--- src/rtl/u8v_pkg.sv ---
// Shared types and constants for the UTF-8 text validator.
// No dependencies; used by every module under rtl.
package u8v_pkg;

    localparam int BYTE_W    = 8;
    localparam int PEND_W    = 2;
    localparam int OUT_TDATA_W = 8;

    localparam logic [BYTE_W-1:0] ASCII_LIMIT = 8'h80;
    localparam logic [BYTE_W-1:0] CONT_MASK   = 8'hC0;
    localparam logic [BYTE_W-1:0] CONT_VALUE  = 8'h80;
    localparam logic [BYTE_W-1:0] LEAD2_MASK  = 8'hE0;
    localparam logic [BYTE_W-1:0] LEAD2_VALUE = 8'hC0;
    localparam logic [BYTE_W-1:0] LEAD3_MASK  = 8'hF0;
    localparam logic [BYTE_W-1:0] LEAD3_VALUE = 8'hE0;
    localparam logic [BYTE_W-1:0] LEAD4_MASK  = 8'hF8;
    localparam logic [BYTE_W-1:0] LEAD4_VALUE = 8'hF0;

    localparam logic [PEND_W-1:0] PEND_NONE  = 2'd0;
    localparam logic [PEND_W-1:0] PEND_LEAD2 = 2'd1;
    localparam logic [PEND_W-1:0] PEND_LEAD3 = 2'd2;
    localparam logic [PEND_W-1:0] PEND_LEAD4 = 2'd3;

    typedef enum logic [2:0] {
        CLS_ZERO,
        CLS_ASCII,
        CLS_CONT,
        CLS_LEAD2,
        CLS_LEAD3,
        CLS_LEAD4,
        CLS_BAD
    } byte_class_t;

    typedef struct packed {
        logic              valid;
        logic [BYTE_W-1:0] text_byte;
        logic              final_byte;
    } beat_t;

endpackage

--- src/rtl/u8v_in_stage.sv ---
// Input register stage of the UTF-8 text validator.
// Depends on u8v_pkg.
module u8v_in_stage (
    input  logic                     aclk,
    input  logic                     aresetn,
    input  logic                     s_tvalid,
    output logic                     s_tready,
    input  logic [u8v_pkg::BYTE_W-1:0] s_tdata,   // [7:0] text_byte
    input  logic                     s_tlast,     // final_byte
    input  logic                     advance,
    output u8v_pkg::beat_t           beat
);

    logic                       valid_reg, valid_next;
    logic [u8v_pkg::BYTE_W-1:0] byte_reg, byte_next;
    logic                       last_reg, last_next;
    logic                       take;

    assign s_tready = !valid_reg || advance;
    assign take     = s_tvalid && s_tready;

    always_comb begin
        valid_next = valid_reg;
        byte_next  = byte_reg;
        last_next  = last_reg;
        if (take) begin
            valid_next = 1'b1;
            byte_next  = s_tdata;
            last_next  = s_tlast;
        end else if (advance) begin
            valid_next = 1'b0;
        end
    end

    always_ff @(posedge aclk) begin
        if (!aresetn) begin
            valid_reg <= 1'b0;
        end else begin
            valid_reg <= valid_next;
        end
        byte_reg <= byte_next;
        last_reg <= last_next;
    end

    assign beat.valid      = valid_reg;
    assign beat.text_byte  = byte_reg;
    assign beat.final_byte = last_reg;

endmodule

--- src/rtl/u8v_decode.sv ---
// Byte classifier of the UTF-8 text validator.
// Depends on u8v_pkg.
module u8v_decode (
    input  logic [u8v_pkg::BYTE_W-1:0] text_byte,
    output u8v_pkg::byte_class_t       byte_class
);

    always_comb begin
        if (text_byte == '0) begin
            byte_class = u8v_pkg::CLS_ZERO;
        end else if (text_byte < u8v_pkg::ASCII_LIMIT) begin
            byte_class = u8v_pkg::CLS_ASCII;
        end else if ((text_byte & u8v_pkg::CONT_MASK) == u8v_pkg::CONT_VALUE) begin
            byte_class = u8v_pkg::CLS_CONT;
        end else if ((text_byte & u8v_pkg::LEAD2_MASK) == u8v_pkg::LEAD2_VALUE) begin
            byte_class = u8v_pkg::CLS_LEAD2;
        end else if ((text_byte & u8v_pkg::LEAD3_MASK) == u8v_pkg::LEAD3_VALUE) begin
            byte_class = u8v_pkg::CLS_LEAD3;
        end else if ((text_byte & u8v_pkg::LEAD4_MASK) == u8v_pkg::LEAD4_VALUE) begin
            byte_class = u8v_pkg::CLS_LEAD4;
        end else begin
            byte_class = u8v_pkg::CLS_BAD;
        end
    end

endmodule

--- src/rtl/u8v_seq.sv ---
// Sequence tracker and result register of the UTF-8 text validator.
// Depends on u8v_pkg.
module u8v_seq (
    input  logic                          aclk,
    input  logic                          aresetn,
    input  u8v_pkg::beat_t                beat,
    input  u8v_pkg::byte_class_t          byte_class,
    output logic                          advance,
    output logic                          m_tvalid,
    input  logic                          m_tready,
    output logic [u8v_pkg::OUT_TDATA_W-1:0] m_tdata   // [0] text_valid
);

    logic [u8v_pkg::PEND_W-1:0] pend_reg, pend_next;
    logic [u8v_pkg::PEND_W-1:0] pend_upd;
    logic                       err_reg, err_next, err_upd;
    logic                       out_valid_reg, out_valid_next;
    logic                       result_reg, result_next;
    logic                       out_free;

    assign out_free = !out_valid_reg || m_tready;
    assign advance  = beat.valid && (!beat.final_byte || out_free);

    always_comb begin
        pend_upd = pend_reg;
        err_upd  = err_reg;
        if (pend_reg != u8v_pkg::PEND_NONE) begin
            if (byte_class == u8v_pkg::CLS_CONT) begin
                pend_upd = pend_reg - 1'b1;
            end else begin
                err_upd = 1'b1;
            end
        end else begin
            unique case (byte_class)
                u8v_pkg::CLS_ASCII: ;
                u8v_pkg::CLS_LEAD2: pend_upd = u8v_pkg::PEND_LEAD2;
                u8v_pkg::CLS_LEAD3: pend_upd = u8v_pkg::PEND_LEAD3;
                u8v_pkg::CLS_LEAD4: pend_upd = u8v_pkg::PEND_LEAD4;
                default:            err_upd  = 1'b1;
            endcase
        end
    end

    always_comb begin
        pend_next      = pend_reg;
        err_next       = err_reg;
        result_next    = result_reg;
        out_valid_next = out_valid_reg && !m_tready;
        if (advance) begin
            if (beat.final_byte) begin
                pend_next      = u8v_pkg::PEND_NONE;
                err_next       = 1'b0;
                out_valid_next = 1'b1;
                result_next    = !err_upd && (pend_upd == u8v_pkg::PEND_NONE);
            end else begin
                pend_next = pend_upd;
                err_next  = err_upd;
            end
        end
    end

    always_ff @(posedge aclk) begin
        if (!aresetn) begin
            pend_reg      <= u8v_pkg::PEND_NONE;
            err_reg       <= 1'b0;
            out_valid_reg <= 1'b0;
        end else begin
            pend_reg      <= pend_next;
            err_reg       <= err_next;
            out_valid_reg <= out_valid_next;
        end
        result_reg <= result_next;
    end

    assign m_tvalid = out_valid_reg;
    assign m_tdata  = {{(u8v_pkg::OUT_TDATA_W-1){1'b0}}, result_reg};

endmodule

--- src/rtl/utf8_text_validator.sv ---
// UTF-8 text validator, top level: input register, byte classifier, sequence tracker.
// Depends on u8v_pkg, u8v_in_stage, u8v_decode and u8v_seq.
//
// Checks a buffer streamed one byte per transfer, final byte marked by s_tlast, and
// returns one result per buffer on m_tdata[0]: 1 when the buffer is well-formed UTF-8
// with no zero byte. Overlong forms, surrogates and code points above U+10FFFF pass.
// Bytes are accepted at one per clock unless a final byte waits on the output register.
// A final byte passes the input register and its result is registered in the output
// register; a waiting result stalls only the next final byte, other bytes keep flowing.
module utf8_text_validator (
    input  logic                            aclk,
    input  logic                            aresetn,
    input  logic                            s_tvalid,
    output logic                            s_tready,
    input  logic [u8v_pkg::BYTE_W-1:0]      s_tdata,   // [7:0] text_byte
    input  logic                            s_tlast,   // final_byte
    output logic                            m_tvalid,
    input  logic                            m_tready,
    output logic [u8v_pkg::OUT_TDATA_W-1:0] m_tdata    // [0] text_valid, [7:1] zero
);

    u8v_pkg::beat_t       beat;
    u8v_pkg::byte_class_t byte_class;
    logic                 advance;

    u8v_in_stage u_in (
        .aclk     (aclk),
        .aresetn  (aresetn),
        .s_tvalid (s_tvalid),
        .s_tready (s_tready),
        .s_tdata  (s_tdata),
        .s_tlast  (s_tlast),
        .advance  (advance),
        .beat     (beat)
    );

    u8v_decode u_dec (
        .text_byte  (beat.text_byte),
        .byte_class (byte_class)
    );

    u8v_seq u_seq (
        .aclk       (aclk),
        .aresetn    (aresetn),
        .beat       (beat),
        .byte_class (byte_class),
        .advance    (advance),
        .m_tvalid   (m_tvalid),
        .m_tready   (m_tready),
        .m_tdata    (m_tdata)
    );

endmodule

--- config.mk ---
export PLATFORM = sky130hd
export DESIGN_NAME = utf8_text_validator
export DESIGN_NICKNAME = d
export VERILOG_FILES = /design/src/rtl/u8v_pkg.sv /design/src/rtl/u8v_in_stage.sv /design/src/rtl/u8v_decode.sv /design/src/rtl/u8v_seq.sv /design/src/rtl/utf8_text_validator.sv
export SDC_FILE = /design/constraint.sdc
export NUM_CORES = 1
export LEC_CHECK = 0
export BUFFER_PORTS_ARGS = -buffer_cell sky130_fd_sc_hd__buf_2
export CAP_MARGIN = 20
export CELL_PAD_IN_SITES_DETAIL_PLACEMENT = 0
export CELL_PAD_IN_SITES_GLOBAL_PLACEMENT = 2
export CORE_AREA = 3 3 56 58
export CTS_CLUSTER_DIAMETER = 100
export DETAILED_ROUTE_END_ITERATION = 10
export DIE_AREA = 0 0 59 61
export GPL_TIMING_DRIVEN = 0
export PLACE_DENSITY = 0.83
export SLEW_MARGIN = 5
export SYNTH_ARGS = -nofsm -noshare
export SYNTH_HDL_FRONTEND = slang
export SYNTH_HIERARCHICAL = 1
export SYNTH_SLANG_ARGS = --single-unit
--- constraint.sdc ---
create_clock -name aclk -period 2.7 [get_ports aclk]
set_input_delay 0 -clock aclk [delete_from_list [all_inputs] [get_ports aclk]]
set_output_delay 0 -clock aclk [all_outputs]
set_load 0.05 [all_outputs]
==> qor.yml, run 1 <==
outcome: "finished clean"
cts_tree: "built"
antenna_found_initial: 0
cts_root_buf: "clkbuf_4"
synthCells: 76
maxCapViolCount: 0
required_ps: 2740
fin_nets: 127
vias: 627
wl_met3_microns: 88
post_drt_wl_per_cell_microns: 9.36
seq_area_frac_synth_pct: 49.2
whs_path_depth: 3
tightest_slew_ps: 515
place_congestion: 0.685
syn_area_sq_um: 815
die_w_microns: 59
largest_reg_flops: 8
numClockSinks: 15
max_stage_delay_ps: 550
cp_max_fo: 5
post-route-drc-count: 0
path_cells: "or4_1 -> nor3_2 -> o2bb2ai_1 -> nor2b_1 -> o21ai_0 -> o221ai_2 -> and4b_1"
synth_edf_count: 10
clock_latency_ps: 280
grt_overflow: 0
hold_viol: 0
setup_ws_ps: 392
flow.area_growth_from_synthesis_pct: 33.9
start_kind: "register"
p_leak_nw: 0.454
highest_layer: "met4"
antenna_left: 0
die_y_microns: 61
reg2reg_depth: 7
diodes: 0
hpwlAfterDp_mm: 1.02
holdBufCountCts: 10
tns_ps: 0
setup_viol: 0
met2_wirelength_microns: 707
synthArstFlopShare_pct: 0
critPathCaptureType: "register"
postSynthAreaPerCell_sq_um: 10.7
crit_slowest_cell: "or4_1"
r2r_slack_ps: 390
slew_viol_final: 0
finalWirelength_mm: 1.34
vias_per_cell: 4.38
final_layout_size_suffix_gt1_share_pct: 34.8
post-route-util_pct: 40.3
slew_headroom_pct: 65.7
skew_ps: 5.18
timing.rr.start: "u_in/byte_reg[5]"
fin_crit_ps: 2310
cts_buffer_depth: 2
clk_pin_slew_ps: 90
worstHoldEndpoint: "u_seq/m_tvalid"
port_buffers: 15
grt_pass1_wl_mm: 2.39
hold_class: "input pin to register"
max_clock_freq_ghz: 0.433
yosys.area.top_type: "edfxtp_1"
die_area_sq_mm: 0.00360
min_period_over_period_pct: 85.5
synth_area_leaders: "edfxtp_1 37%, dfxtp_1 12%, buf_4 9.2%"
grt_max_degree: 11
p_total_w: 0.000506
crit_type: "register to register"
grt_pass1_vias: 626
first_pass_iters: 4
ios: 23
cts_buffers: 3
wl_met1_microns: 531
ys.flop_type: "edfxtp_1"
cts-htree-levels: 1
cts-resized-gates: 0
synth_common_cells: "10 x buf_4, 10 x edfxtp_1, 7 x inv_1"
reg2reg_to: "u_seq/result_reg"
fillers: 271
yosysUniqueCellTypes: 34
cts_setup_buffers: 0
place_ws_ps: 397
rsz0062_at_grt: "false"
floorplan.initialDensity_pct: 30.1
rows: 19
power.density_mw_per_mm2: 464
synth_warnings: 6
core_sq_mm: 0.00271
peakVddDrop_mv: 0.445
grt_use_total_pct: 8.97
cp.arrival_ps: 2350
synth_top_area_share_pct: 36.9
drt_iter0_markers: 16
ys_seq_elements: 15
hold_start: "m_tready"
logic make-up after synthesis:
| logic type | count (synthesis) | synth area share, % |
|---|---|---|
| AOI/OAI and AO/OA | 19 | 17.2 |
| adders and majority gates | 1 | 1.54 |
| buffers and inverters | 18 | 13.1 |
| DFF | 15 | 49.2 |
| muxes | 1 | 1.23 |
| other | 1 | 0.460 |
| and+or+nand+nor | 21 | 17.4 |
layout make-up:
type / count / area [sq um] / area share [%]
tap: 31 / 38.8 / 3.56
sequential: 15 / 400 / 36.7
timing repair buffer: 26 / 185 / 17.0
buffer: 11 / 80.1 / 7.34
clock buffer: 3 / 22.5 / 2.06
clock inverter: 1 / 7.51 / 0.688
multi-input combinational: 49 / 330 / 30.3
inverter: 7 / 26.3 / 2.41
placed cells by master (no fill, tap or decap), types with 2 or more instances in the layout:
master	netlist	final
buf_2	1	16
nor2b_1	2	2
conb_1	1	7
edfxtp_1	10	10
a21oi_1	2	2
inv_1	7	7
a21boi_0	2	2
nand2_1	5	5
buf_4	10	10
o22ai_1	3	3
dfxtp_1	5	5
nor2_1	3	3
dlygate4sd3_1	0	11
clkbuf_4	0	3
o21ai_0	4	4
how the worst max path moves through the flow:
stage,from,to,slack [ps],depth (start not counted)
after floorplan,u_in/byte_reg[5],u_seq/result_reg,610,7
after global placement,u_in/byte_reg[5],u_seq/result_reg,440,7
after detailed placement,u_in/byte_reg[5],u_seq/result_reg,400,7
after CTS,u_in/byte_reg[5],u_seq/result_reg,380,7
after global routing,u_in/byte_reg[5],u_seq/result_reg,190,7
final,u_in/byte_reg[5],u_seq/result_reg,390,7
power by group:
group	switching, W	total (W)	internal (W)
clock	0.0000710	0.000127	0.0000562
sequential	0.00000670	0.000267	0.000260
combinational	0.0000639	0.000112	0.0000481
total	0.000142	0.000506	0.000364
worst max-delay path: cells and delay by family, from the launching register on:
family | cells | cell delay (ps)
flops | 1 | 430
compound gates | 3 | 560
simple gates | 4 | 1070
per-layer routing:
layer | vias to the layer above | GRT usage, %
met4 | 0 | 3.56
li1 | 326 | -
met5 | - | 0
met3 | 2 | 4.68
met1 | 281 | 9.11
met2 | 18 | 15.6
through the flow:
step | cell area [sq um] | hold slack [ps] | cells
6_report | 1090 | 40.2 | 143
5_1_grt | 1090 | 62.1 | 143
4_1_cts | 1080 | 8.71 | 142
3_5_place_dp | 951 | 178 | 128
3_3_place_gp | 951 | 176 | 128
2_1_floorplan | 837 | 98.9 | 82
Power figures use the tool's default switching activity.
==> run 2: changes to the inputs <==
- ABC_AREA: unset -> 1
- CORE_AREA: 3 3 56 58 -> 3 3 57 59
- DIE_AREA: 0 0 59 61 -> 0 0 60 62
- PLACE_DENSITY: 0.83 -> 0.86
- clock period: 2.7 -> 2.95 ns (I/O delays scaled with it)
==> run 2 against run 1 <==
Against the previous run:
- cell area up 1.9%
- synthesized area up 3.1%
- first-iteration DRC count fell by 19%
- total power shrank 6.1%
- die area grew 3.4%
- sequential share of layout area shrank 0.70 points
- critical path type unchanged
- highest routed layer unchanged
==> qor.yml, run 2 <==
max_stage_delay_ps: 610
r2r_slack_ps: 1190
syn_area_sq_um: 840
clock_latency_ps: 290
grt_use_total_pct: 10.7
die_w_microns: 60
numClockSinks: 15
cts-htree-levels: 1
worstHoldEndpoint: "u_seq/m_tvalid"
final_cell_mix: "19 x nand2_1, 15 x buf_2, 14 x inv_1, 11 x dlygate4sd3_1"
layout_commonest_cell: "nand2_1"
critPathCaptureType: "register"
yosysMostFrequentCell: "nand2_1"
first_pass_iters: 3
hold_start: "m_tready"
hold_viol: 0
reg2reg_depth: 6
crit_type: "register to register"
post-route-drc-count: 0
vias: 694
yosysUniqueCellTypes: 20
start_kind: "register"
die_y_microns: 62
clk_pin_slew_ps: 90
synth_common_cells: "19 x nand2_1, 14 x inv_1, 10 x buf_4, 10 x edfxtp_1"
slew_viol_final: 0
cts_setup_buffers: 0
finalWirelength_mm: 1.60
flow.area_growth_from_synthesis_pct: 32.5
outcome: "finished clean"
skew_ps: 11.6
port_buffers: 15
cp_common_cell: "inv_2"
peakVddDrop_mv: 0.320
grt_pass1_wl_mm: 2.86
tns_ps: 0
drt_iter0_markers: 13
whs_ps: 89.5
rows: 19
antenna_found_initial: 0
synthArstFlopShare_pct: 0
cts_buffers: 3
synth_top_area_share_pct: 35.8
fin_crit_ps: 1760
die_area_sq_mm: 0.00372
ys.flop_type: "edfxtp_1"
post_drt_wl_per_cell_microns: 9.68
synthCells: 98
path_cells: "buf_4 -> inv_1 -> o21ai_2 -> inv_2 -> inv_2 -> a21oi_1"
cp.arrival_ps: 1670
required_ps: 2860
cts_buffer_depth: 2
max_clock_freq_ghz: 0.570
grt_max_degree: 10
hpwlAfterDp_mm: 1.22
maxCapViolCount: 0
antenna_left: 0
seq_area_frac_synth_pct: 47.7
place_congestion: 0.738
vias_per_cell: 4.21
core_sq_mm: 0.00276
slew_headroom_pct: 46.9
postSynthAreaPerCell_sq_um: 8.57
grt_pass1_vias: 694
cp_max_fo: 9
fin_nets: 149
power.density_mw_per_mm2: 427
cts-resized-gates: 0
reg2reg_to: "u_in/byte_reg[3]"
post-route-util_pct: 40.3
min_period_over_period_pct: 59.5
grt_overflow: 0
crit_slowest_cell: "a21oi_1"
timing.rr.start: "u_in/last_reg"
ios: 23
diodes: 0
synth_area_leaders: "edfxtp_1 36%, dfxtp_1 12%, buf_4 8.9%"
synth_edf_count: 10
p_leak_nw: 0.539
hold_class: "input pin to register"
setup_viol: 0
synth_warnings: 6
cts_tree: "built"
floorplan.initialDensity_pct: 30.4
final_layout_size_suffix_gt1_share_pct: 34.3
ys_seq_elements: 15
cts_root_buf: "clkbuf_4"
whs_path_depth: 6
yosys.area.top_type: "edfxtp_1"
rsz0062_at_grt: "false"
tightest_slew_ps: 796
largest_reg_flops: 8
## run 2: cell count changes in the layout (fill, tap and decap cells not counted), sizes merged, moves of 3 or more
| cell | before | now |
|---|---|---|
| a21boi | 3 | 0 |
| a21oi | 2 | 7 |
| inv | 7 | 19 |
| nand2 | 6 | 22 |
| nand3 | 1 | 8 |
| nor2 | 3 | 7 |
| nor2b | 3 | 0 |
| o22ai | 3 | 0 |
## run 2: how the worst max path moves through the flow
| stage | startpoint | to | slack, ps | cells past startpoint |
|---|---|---|---|---|
| 2_1_floorplan | u_seq/m_tvalid | u_in/byte_reg[0] | 1280 | 5 |
| 4_1_cts | u_in/last_reg | u_in/byte_reg[2] | 1180 | 6 |
| 5_1_grt | u_in/byte_reg[5] | u_seq/result_reg | 1070 | 9 |
| 3_5_place_dp | u_in/last_reg | u_in/byte_reg[2] | 1210 | 6 |
| 6_report | u_in/last_reg | u_in/byte_reg[3] | 1190 | 6 |
| 3_3_place_gp | u_in/last_reg | u_in/byte_reg[2] | 1230 | 6 |
## run 2: layer usage
layer	GRT usage, %	vias to the layer above	routed length, microns
met5	0	-	0
met4	6.65	0	27
met3	1.86	4	63
met2	19.8	17	878
met1	11.2	308	628
li1	-	365	-
## run 2: worst max-delay path, delay by kind of cell (launching register included)
family | cells | cell delay, ps
compound gates | 2 | 690
flops | 1 | 360
buf+inv | 4 | 330
## run 2: stage by stage
stage | cell area [sq um] | total power (W) | std cells | setup WS [ps]
finish | 1110 | 0.000475 | 165 | 1190
global route | 1110 | 0.000505 | 165 | 1070
floorplan | 862 | 0.000332 | 104 | 1280
global placement | 976 | 0.000351 | 150 | 1230
CTS | 1110 | 0.000478 | 165 | 1180
detailed placement | 976 | 0.000353 | 150 | 1210
## run 2: area by class of cell
type | count | area [sq um]
Inverter | 19 | 71.3
Buffer | 10 | 75.1
Tap cell | 31 | 38.8
Multi-Input combinational cell | 60 | 315
Clock buffer | 4 | 26.3
Sequential cell | 15 | 400
Fill cell | 268 | 1650
Timing Repair Buffer | 26 | 185
## run 2: cells by family (layout without fill, tap and decap cells)
kind of cell	after synthesis	count (layout)	share of synthesized area, %
AO/OA/AOI/OAI	14	14	11.6
AND/OR/NAND/NOR	38	38	21.3
buffers and inverters	29	59	17.4
adder cells (fa/ha/maj)	1	1	1.49
other	1	7	0.447
flip-flops	15	15	47.7
## run 2: what timing repair did
item,in CTS,in global routing
hold buffers,11,0
hold endpoints to repair,12,0
setup endpoints to repair,0,0
## run 2: power breakdown
group / internal [W] / switching, W / total [W]
Sequential: 0.000238 / 0.00000586 / 0.000244
Clock: 0.0000525 / 0.0000632 / 0.000116
Combinational: 0.0000434 / 0.0000716 / 0.000115
